[config.mk]
export PLATFORM = sky130hd
export DESIGN_NAME = float_pixel_format_packer_unit
export DESIGN_NICKNAME = d
export VERILOG_FILES = /design/src/fppk_pkg.sv /design/src/fppk_unorm.sv /design/src/fppk_lane.sv /design/src/float_pixel_format_packer_unit.sv
export SDC_FILE = /design/constraint.sdc
export NUM_CORES = 2
export LEC_CHECK = 0
export ABC_AREA = 1
export BUFFER_PORTS_ARGS = -buffer_cell sky130_fd_sc_hd__buf_2
export CAP_MARGIN = 10
export CORE_MARGIN = 1.5
export CORE_UTILIZATION = 48
export DETAILED_ROUTE_END_ITERATION = 7
export PLACE_DENSITY = 0.64
export REMOVE_ABC_BUFFERS = 1
export SKIP_CTS_REPAIR_TIMING = 1
export SYNTH_ARGS = -nofsm -noshare
export SYNTH_HDL_FRONTEND = slang
export SYNTH_SLANG_ARGS = --single-unit
[constraint.sdc]
create_clock -name clk -period 14.4 [get_ports clk]
set_input_delay 0.72 -clock clk [delete_from_list [all_inputs] [get_ports clk]]
set_output_delay 0.72 -clock clk [all_outputs]
set_load 0.005 [all_outputs]
[src/fppk_pkg.sv]
// Package for the float pixel format packer.
// Holds format codes, the lane result type and the half-float conversion function.
// No dependencies.
package fppk_pkg;

  localparam logic [1:0] FMT_HALF = 2'd0;
  localparam logic [1:0] FMT_2101010 = 2'd1;
  localparam logic [1:0] FMT_8888 = 2'd2;
  localparam logic [1:0] FMT_UNKNOWN = 2'd3;

  localparam logic [1:0] FMT_RESET = FMT_2101010;

  typedef struct packed {
    logic [15:0] half;
    logic [9:0] un10;
    logic [7:0] un8;
    logic [1:0] un2;
  } lane_res_t;

  function automatic logic [15:0] to_half(input logic [31:0] x);
    logic [31:0] b;
    logic [7:0] e;
    logic [22:0] m;
    logic [15:0] h;
    logic [23:0] num;
    logic [4:0] sh;
    logic [23:0] q;
    b = x + 32'h0000_1000;
    e = b[30:23];
    m = b[22:0];
    h = {b[31], 15'd0};
    sh = 5'(8'd125 - e);
    num = 24'h7FF000 + {1'b0, m};
    q = (num >> sh) + 24'd1;
    if (e > 8'd112) begin
      h = h | {1'b0, 5'(e - 8'd112), m[22:13]};
    end
    if (e < 8'd113 && e > 8'd101) begin
      h = h | 16'(q >> 1);
    end
    if (e > 8'd143) begin
      h = h | 16'h7FFF;
    end
    return h;
  endfunction

endpackage

[src/fppk_unorm.sv]
// Unorm scaling of one fp32 component: saturate, multiply by 2^w-1 with
// round-to-nearest-even, floor. Two stages (multiply, then round/shift).
// Depends on fppk_pkg.
module fppk_unorm
  import fppk_pkg::*;
(
  input  logic        clk,
  input  logic        en,
  input  logic [31:0] x,
  output logic [9:0]  un10,
  output logic [7:0]  un8,
  output logic [1:0]  un2
);

  logic        sat_nxt;
  logic        zero_nxt;
  logic [23:0] sig;
  logic [7:0]  e;
  logic [33:0] p10_nxt;
  logic [31:0] p8_nxt;
  logic [25:0] p2_nxt;
  logic [33:0] p10_r;
  logic [31:0] p8_r;
  logic [25:0] p2_r;
  logic [7:0]  sh_r;
  logic        sat_r;
  logic        zero_r;
  logic [9:0]  u10;
  logic [7:0]  u8;
  logic [1:0]  u2;

  // value = sig * 2^(e-150); 0 < v < 1 means e < 127
  always_comb begin
    e = x[30:23];
    sig = (e == 8'd0) ? {1'b0, x[22:0]} : {1'b1, x[22:0]};
    zero_nxt = x[31] || (x[30:0] == 31'd0) || (e == 8'hFF && x[22:0] != 23'd0);
    sat_nxt = !zero_nxt && (e >= 8'd127);
    p10_nxt = 34'(sig) * 34'd1023;
    p8_nxt = 32'(sig) * 32'd255;
    p2_nxt = 26'(sig) * 26'd3;
  end

  always_ff @(posedge clk) begin
    if (en) begin
      p10_r <= p10_nxt;
      p8_r <= p8_nxt;
      p2_r <= p2_nxt;
      sh_r <= (e == 8'd0) ? 8'd149 : 8'd150 - e;
      sat_r <= sat_nxt;
      zero_r <= zero_nxt;
    end
  end

  // round product to 24 significant bits (RNE) then floor of p * 2^-sh
  function automatic logic [9:0] fl(input logic [33:0] p, input logic [7:0] sh);
    logic [5:0]  msb;
    logic [5:0]  drop;
    logic [34:0] r;
    logic [33:0] mask;
    logic [33:0] half;
    logic [33:0] low;
    logic [34:0] v;
    msb = 6'd0;
    for (int i = 0; i < 34; i++) begin
      if (p[i]) msb = 6'(i);
    end
    drop = (msb > 6'd23) ? msb - 6'd23 : 6'd0;
    mask = (34'd1 << drop) - 34'd1;
    half = (drop == 6'd0) ? 34'd0 : (34'd1 << (drop - 6'd1));
    low = p & mask;
    r = {1'b0, p & ~mask};
    if (drop != 6'd0 && (low > half || (low == half && p[drop]))) begin
      r = r + (35'd1 << drop);
    end
    v = (sh > 8'd34) ? 35'd0 : (r >> sh);
    return v[9:0];
  endfunction

  always_comb begin
    u10 = fl(p10_r, sh_r);
    u8 = 8'(fl({2'b0, p8_r}, sh_r));
    u2 = 2'(fl({8'b0, p2_r}, sh_r));
    un10 = zero_r ? 10'd0 : (sat_r ? 10'h3FF : u10);
    un8 = zero_r ? 8'd0 : (sat_r ? 8'hFF : u8);
    un2 = zero_r ? 2'd0 : (sat_r ? 2'h3 : u2);
  end

endmodule

[src/fppk_lane.sv]
// One component lane: half-float conversion and unorm scaling.
// Registers the half result alongside the unorm pipeline.
// Depends on fppk_pkg and fppk_unorm.
module fppk_lane
  import fppk_pkg::*;
(
  input  logic        clk,
  input  logic        en,
  input  logic [31:0] x,
  output lane_res_t   res
);

  logic [15:0] half_r;
  logic [9:0]  un10;
  logic [7:0]  un8;
  logic [1:0]  un2;

  always_ff @(posedge clk) begin
    if (en) begin
      half_r <= to_half(x);
    end
  end

  fppk_unorm u_unorm (
    .clk  (clk),
    .en   (en),
    .x    (x),
    .un10 (un10),
    .un8  (un8),
    .un2  (un2)
  );

  assign res = '{half: half_r, un10: un10, un8: un8, un2: un2};

endmodule

[src/float_pixel_format_packer_unit.sv]
// Float pixel format packer: four fp32 components in, one packed pixel out.
// Holds the format register, four lanes and the merge stage.
// Depends on fppk_pkg and fppk_lane.
//
// Usage:
//   Input channel in_valid/in_ready carries alpha, red, green and blue as fp32
//   bit patterns. Output channel out_valid/out_ready carries the 64-bit pixel.
//   Four lanes convert the components in one stage; the merge stage packs the
//   pixel by the format register into the output register.
//   An input transfer is registered in the lanes, then in the output stage.
//   Throughput: one pixel per cycle while out_ready is high; the two stages
//   advance separately. When the receiver stalls, the pipeline holds and
//   in_ready drops once both stages are full.
//   Reset clears both stages and sets the format to ABGR2101010.
//   The format register sits at address 0 of the APB-style port; write only
//   while the pipeline is empty. Format 3 gives an all-ones pixel.
module float_pixel_format_packer_unit
  import fppk_pkg::*;
(
  input  logic        clk,
  input  logic        rst_n,
  input  logic        in_valid,
  output logic        in_ready,
  input  logic [31:0] in_alpha_bits,
  input  logic [31:0] in_red_bits,
  input  logic [31:0] in_green_bits,
  input  logic [31:0] in_blue_bits,
  output logic        out_valid,
  input  logic        out_ready,
  output logic [63:0] out_packed_pixel,
  input  logic        cfg_psel,
  input  logic        cfg_penable,
  input  logic        cfg_pwrite,
  input  logic [0:0]  cfg_paddr,
  input  logic [31:0] cfg_pwdata,
  output logic [31:0] cfg_prdata,
  output logic        cfg_pready
);

  logic [1:0]  fmt_r;
  logic        s1_vld_r;
  logic        s2_vld_r;
  logic        adv;
  logic [63:0] pix_nxt;
  logic [63:0] pix_r;
  lane_res_t   ra;
  lane_res_t   rr;
  lane_res_t   rg;
  lane_res_t   rb;

  assign cfg_pready = 1'b1;
  assign cfg_prdata = (cfg_paddr == 1'b0) ? {30'd0, fmt_r} : 32'd0;

  always_ff @(posedge clk) begin
    if (!rst_n) begin
      fmt_r <= FMT_RESET;
    end else if (cfg_psel && cfg_penable && cfg_pwrite && cfg_paddr == 1'b0) begin
      fmt_r <= cfg_pwdata[1:0];
    end
  end

  assign adv = !s2_vld_r || out_ready || !s1_vld_r;
  assign in_ready = !s1_vld_r || !s2_vld_r || out_ready;

  logic s1_en;
  logic s2_en;
  assign s2_en = !s2_vld_r || out_ready;
  assign s1_en = !s1_vld_r || s2_en;

  always_ff @(posedge clk) begin
    if (!rst_n) begin
      s1_vld_r <= 1'b0;
      s2_vld_r <= 1'b0;
    end else begin
      if (s1_en) s1_vld_r <= in_valid;
      if (s2_en) s2_vld_r <= s1_vld_r;
    end
  end

  fppk_lane u_a (.clk(clk), .en(s1_en), .x(in_alpha_bits), .res(ra));
  fppk_lane u_r (.clk(clk), .en(s1_en), .x(in_red_bits),   .res(rr));
  fppk_lane u_g (.clk(clk), .en(s1_en), .x(in_green_bits), .res(rg));
  fppk_lane u_b (.clk(clk), .en(s1_en), .x(in_blue_bits),  .res(rb));

  always_comb begin
    unique case (fmt_r)
      FMT_HALF:    pix_nxt = {ra.half, rb.half, rg.half, rr.half};
      FMT_2101010: pix_nxt = {32'd0, ra.un2, rb.un10, rg.un10, rr.un10};
      FMT_8888:    pix_nxt = {32'd0, ra.un8, rr.un8, rg.un8, rb.un8};
      default:     pix_nxt = '1;
    endcase
  end

  always_ff @(posedge clk) begin
    if (s2_en && adv) begin
      pix_r <= pix_nxt;
    end
  end

  assign out_valid = s2_vld_r;
  assign out_packed_pixel = pix_r;

endmodule
# Word-level counts from Yosys, hierarchy flattened
# Index checks and enable logic that the tools add are counted.
# totals
ff_bits	428
latchBits	0
ram_bits	0
romBits	0
output_inout_bits	99
elab_cells	644
mem_count	0
# op_classes
n_addsub	56
n_mul	8
n_div	0
order_cmp	48
eq_ne	14
shifts	36
muxes	330
bitwise	33
n_reduce_logical	87
# op_table
operator	n
6-bit two-way mux	248
1-bit by 6-bit << shifter with 34-bit output (first input constant)	16
34-bit by 35-bit adder with 35-bit output	8
35-bit two-way mux	8
1-bit by 6-bit << shifter with 35-bit output (first input constant)	8
32-bit by 34-bit AND with 34-bit output	8
34-bit == test	8
34-bit > comparator	8
34-bit two-way mux	8
34-bit NOT	8
34-bit by 1-bit subtractor with 34-bit output (second input constant)	8
34-bit AND	6
16-bit two-way mux	12
64-bit case mux with 3 select lines	1
35-bit by 8-bit right shift with 8-bit output	4
32-bit by 13-bit adder with 32-bit output (second input constant)	4
24-bit by 8-bit multiplier with 32-bit output (second input constant)	4
31-bit logical NOT	4
35-bit by 8-bit right shift with 10-bit output	3
24-bit by 10-bit multiplier with 34-bit output (second input constant)	3
23-bit by 23-bit adder with 24-bit output (first input constant)	4
24-bit two-way mux	4
8-bit two-way mux	12
24-bit by 5-bit right shift with 17-bit output	4
34 further kinds	211

# Depth between registers and ports, before layout
# depth
word_depth	48
mapped_depth	81
ltp_nobuf	79

# By module
# A second synthesis with hierarchy kept.
# hier_totals
cells_unflattened	18667
hier_area_um2	122847.8
# modules_own_cells
mod	instances	cells_per_inst	area_each_um2	seq_area_each_um2
fppk_unorm (u_g.u_unorm)	1	4016	26719.4	2942.8
fppk_unorm (u_b.u_unorm)	1	3978	26484.2	2942.8
fppk_unorm (u_r.u_unorm)	1	3967	26377.8	2942.8
fppk_unorm (u_a.u_unorm)	1	3924	26180.1	2942.8
fppk_lane	4	609	3428.3	480.5
float_pixel_format_packer_unit	1	346	3373.2	2001.9

# Least setup slack after synthesis
# OpenSTA, ideal clock, no wires.
# synth_timing
kind	in2reg
start	input port out_ready
end	register u_a.half_r[0] (enable)
setup_time_ns	3.481
t_arrival_ns	8.630
required_time_ns	10.919
path_slack_ns	2.289
stages	2
n_path_buf	0
path_cell_list	inv_1 > nand3_1
# synth_between
elab_chain_len	2
# synth_rtl
item	line_no	text
from (decl)	float_pixel_format_packer_unit.sv:29	input logic out_ready,
1-bit logical OR (2 in series)	-	
net adv	float_pixel_format_packer_unit.sv:43	logic adv;
to (signal assigned)	fppk_lane.sv:20	half_r <= to_half(x);
to (decl)	fppk_lane.sv:13	logic [15:0] half_r;
# The timed path passes the listed nets, and every way through them passes these cells.
# A chain may end at the register's enable or synchronous reset.

# Worst setup path in the final report
# layout_timing
start	register u_g.u_unorm.p10_r[1]
end	register pix_r[11], in the netlist out_packed_pixel[11], data pin
# layout_between
elab_chain_len	48
word_cells_on_any_way	61
cone_classes	add/sub: 4; order compare: 2; eq/ne: 1; shift: 4; mux: 42; bitwise: 3; reduce/logical: 5
# layout_rtl
item	line_no	text
from (decl)	fppk_unorm.sv:22	logic [33:0] p10_r;
from (signal assigned)	fppk_unorm.sv:45	p10_r <= p10_nxt;
parallel branches: the longest is 42 deep, another holds 6-bit two-way mux	-	
35-bit two-way mux (*)	fppk_unorm.sv:72	if (drop != 6'd0 && (low > half || (low == half && p[drop]))) begin
35-bit by 8-bit right shift with 10-bit output (*)	fppk_unorm.sv:75	v = (sh > 8'd34) ? 35'd0 : (r >> sh);
10-bit two-way mux (*)	fppk_unorm.sv:75	
10-bit two-way mux (*) (2 in series)	fppk_unorm.sv:83	un10 = zero_r ? 10'd0 : (sat_r ? 10'h3FF : u10);
64-bit case mux with 3 select lines (*)	float_pixel_format_packer_unit.sv:86	unique case (fmt_r)
net pix_nxt[11]	float_pixel_format_packer_unit.sv:44	logic [63:0] pix_nxt;
to (signal assigned)	float_pixel_format_packer_unit.sv:96	pix_r <= pix_nxt;
to (decl)	float_pixel_format_packer_unit.sv:45	logic [63:0] pix_r;
# Mark *: on every way through the listed nets, which the timed path passes. The select of a mux whose other input is x is not followed.

==> flow_summary.rst <==
.. list-table::
   :header-rows: 1

   * - Metric
     - Value
   * - Async set or reset register ratio after synthesis
     - 0%
   * - Cell with the largest stage delay on the worst path
     - edfxtp_1
   * - Maximum achievable frequency
     - 93.1 MHz
   * - Area of all sequential standard cells
     - between 10000 and 15000 um2
   * - Vias in the first global route
     - between 80000 and 90000
   * - Arrival time of the worst setup path
     - roughly 11 ns
   * - Areal power density over the cells
     - roughly 270 nW/um2
   * - Most common flop cell mapped by yosys
     - edfxtp_1
   * - Final hold violation count
     - 0
   * - Number of I/O port buffers
     - around 200
   * - Crit end category
     - flip-flop
   * - DR WL/cell
     - about 19 um
   * - Slew margin rel.
     - slightly below 30%
   * - Setup Skew
     - approximately 0.042 ns
   * - Residual DRC count
     - 0
   * - Gr usage total
     - 32.3%
   * - Post-route cell area
     - between 100000 and 150000 um2
   * - Antenna Nets Post-Route
     - 0
   * - Inserted Clock Buffers
     - between 50 and 60
   * - CTS clk-pin slew, worst paths
     - 0.06 ns
   * - Wire length of the first global-routing pass
     - 510 mm
   * - Root cell of the clock tree
     - clkbuf_16
   * - Run status
     - complete, no violations
   * - Leakage
     - roughly 52 nW
   * - Yosys cell types
     - 80
   * - Starting Density
     - approximately 48%
   * - Clock tree buffer depth
     - 3
   * - Horizontal die dimension
     - approximately 450 um
   * - Fraction of layout instances using a drive strength above 1
     - between 4 and 5%
   * - Later-pin clock latency in the skew report
     - around 0.71 ns
   * - Worst-margin pin slew
     - between 1 and 1.5 ns
   * - Number of fill cells
     - slightly above 20000
   * - Remaining global-route overflow
     - 0
   * - GP Congestion
     - just over 1
   * - Worst min path class
     - in -> reg
   * - H-tree Lvls
     - 2
   * - Maximum Capacitance Violations
     - 0
   * - EDFF count, synth
     - between 400 and 500
   * - Sum Neg Setup Slack
     - 0 ns
   * - Worst path max stage delay
     - slightly above 0.6 ns
   * - Summed instance area of the synthesized netlist
     - between 90000 and 100000 um2
   * - Placed cell areas
     - 99700 um2
   * - Max-slew violations
     - 0
   * - Drt first pass iters
     - 6
   * - Mean cell area of the mapped netlist
     - 6.62 um2
   * - Area growth syn-to-layout
     - 6.60%
   * - IO Count
     - between 200 and 300
   * - Vertical extent of the die
     - approximately 450 um
   * - Commonest non-fill, non-tap cells in the layout
     - nand2_1 (3249), inv_1 (2302), nand3_1 (1686)
   * - DRC marker count from the first detailed-route iteration
     - between 8000 and 9000
   * - Via Count
     - around 95000
   * - CP Launch Type
     - flip-flop
   * - Unrepaired setup endpoints after global routing
     - no
   * - CORE AREA
     - a little under 200000 um2
   * - Area of combinational cells with multiple inputs
     - about 73000 um2
   * - Time the worst path needs with I/O delays and setup
     - between 10 and 15 ns
   * - Crit path top cell by count
     - nand2_1
   * - Drt total wl
     - between 300 and 400 mm
   * - HPWL Detailed
     - around 280 mm
   * - # setup viols final
     - 0
   * - Overall power consumption
     - around 27 mW
   * - Share of the cycle needed by the critical path after routing
     - 74.6%
   * - Crit path max fanout
     - 31
   * - Per-cell via count in the routed design
     - 5.50
   * - Post-synthesis cell count
     - about 14000
   * - Clock sink count
     - 420
   * - Largest net degree at the start of global routing
     - 126
   * - Startpoint-to-endpoint class of the critical path
     - reg -> reg
   * - Most common cell after layout, fill and taps aside
     - nand2_1
   * - Data required time at the worst endpoint
     - approximately 15 ns
   * - Proportion of synthesized chip area in sequential cells
     - about an eighth
   * - Seq cells post-synth
     - between 400 and 500
   * - Syn. warnings
     - 0
   * - Die area
     - 201000 um2
   * - Worst-case vdd ir drop
     - about 0.0002 V
   * - Nets
     - 16500
   * - Core Rows
     - 163
   * - Initial antenna violation count
     - 11
   * - CTS tree
     - done
==> per-stage QoR <==
stage	setup WS [ns]	utilization, %	hold slack, ns	cells
after global placement	3.93	50.5	0.486	17300
after detailed placement	3.97	50.5	0.492	17300
final	3.66	51.4	0.237	17400
after floorplan	2.29	-	0.440	14300
after global routing	2.67	51.4	0.221	17400
after CTS	3.85	51.4	0.195	17300
==> cells by family (layout without fill, tap and decap cells) <==
logic type | after synthesis | count (layout) | share of synthesized area (%)
fa+ha+maj | 1623 | 1623 | 26.9
simple gates | 6790 | 6790 | 30.9
other cells | 2 | 410 | 0.00789
compound gates | 2301 | 2301 | 13.7
buf+inv | 2804 | 2737 | 11.4
flops | 420 | 420 | 13.2
xor+xnor | 416 | 416 | 3.83
mux | 16 | 16 | 0.168
==> cell usage after synthesis, drive strengths merged (18+ instances only) <==
| library cell | count | area share, % |
|---|---|---|
| a22oi | 21 | 0.17 |
| nand2 | 3316 | 13 |
| a211oi | 37 | 0.29 |
| o21bai | 55 | 0.44 |
| a31oi | 87 | 0.58 |
| o211ai | 122 | 0.97 |
| fa | 699 | 15 |
| o21a | 50 | 0.39 |
| nand4 | 272 | 1.8 |
| clkbuf | 280 | 1.1 |
| or2 | 24 | 0.16 |
| a21o | 31 | 0.24 |
| edfxtp | 416 | 13 |
| o221ai | 30 | 0.28 |
| nand3 | 1722 | 9.2 |
| clkinv | 30 | 0.12 |
| buf | 161 | 0.93 |
| nand3b | 18 | 0.14 |
| o21ai | 760 | 4.0 |
| inv | 2333 | 9.2 |
| ha | 924 | 12 |
| nor3 | 130 | 0.73 |
| nor4 | 45 | 0.30 |
| a21oi | 982 | 5.2 |
| xor2 | 320 | 2.9 |
| nor2 | 1241 | 5.0 |
| xnor2 | 96 | 0.88 |
| o22ai | 30 | 0.20 |
==> flip-flops by register name, summed over array words and instances (netlist names), 16 cells and up <==
name	count
u_a.half_r	16
out_packed_pixel	64
u_g.u_unorm.p10_r	34
u_g.u_unorm.p8_r	30
u_r.u_unorm.p10_r	34
u_r.half_r	16
u_r.u_unorm.p8_r	30
u_b.u_unorm.p8_r	30
u_b.half_r	16
u_g.half_r	16
u_a.u_unorm.p8_r	32
u_b.u_unorm.p10_r	34
u_a.u_unorm.p2_r	24
==> critical path: cells and delay by family (launching register included) <==
| family | cells | cell delay (ns) |
|---|---|---|
| AOI/OAI and AO/OA | 8 | 1.99 |
| xor gates and xnor gates | 1 | 0.37 |
| adders and majority gates | 3 | 0.87 |
| buffers and inverters | 5 | 0.88 |
| DFF | 1 | 0.61 |
| and+or+nand+nor | 55 | 5.61 |
==> final timing paths <==
path / end / start / slack, ns / depth (start not counted)
setup reg to reg: out_packed_pixel[11]$_DFFE_PP_ / u_g.u_unorm.p10_r[1]$_DFFE_PP_ / 3.66 / 72
hold / removal: fmt_r[0]$_SDFFE_PN1P_ / cfg_pwdata[0] / 0.24 / 3
setup / recovery: out_packed_pixel[11]$_DFFE_PP_ / u_g.u_unorm.p10_r[1]$_DFFE_PP_ / 3.66 / 72
hold reg to reg: out_valid$_SDFFE_PN0P_ / s1_vld_r$_SDFFE_PN0P_ / 0.50 / 2
==> per-layer routing <==
layer  routed length [um]  GRT usage (%)
met5                   34              0
met4                13500           11.8
met2               147000           52.0
met3                19900           3.13
met1               148000           44.9
==> cell type report <==
| type | instances | area share (%) |
|---|---|---|
| Clock buffer | 57 | 1.34 |
| Inverter | 2363 | 8.75 |
| Sequential cell | 420 | 12.4 |
| Clock inverter | 40 | 0.395 |
| Multi-Input combinational cell | 11600 | 72.3 |
| Tap cell | 2640 | 3.26 |
| Timing Repair Buffer | 277 | 1.56 |
| Antenna cell | 4 | 0.00987 |
==> power breakdown <==
| group | total (mW) | internal, mW | switching [mW] | leakage, nW |
|---|---|---|---|---|
| clock | 1.37 | 0.770 | 0.601 | 0.845 |
| sequential | 3.13 | 2.54 | 0.596 | 4.47 |
| combinational | 22.7 | 7.84 | 14.9 | 46.7 |
(Power assumes the default switching activity.)
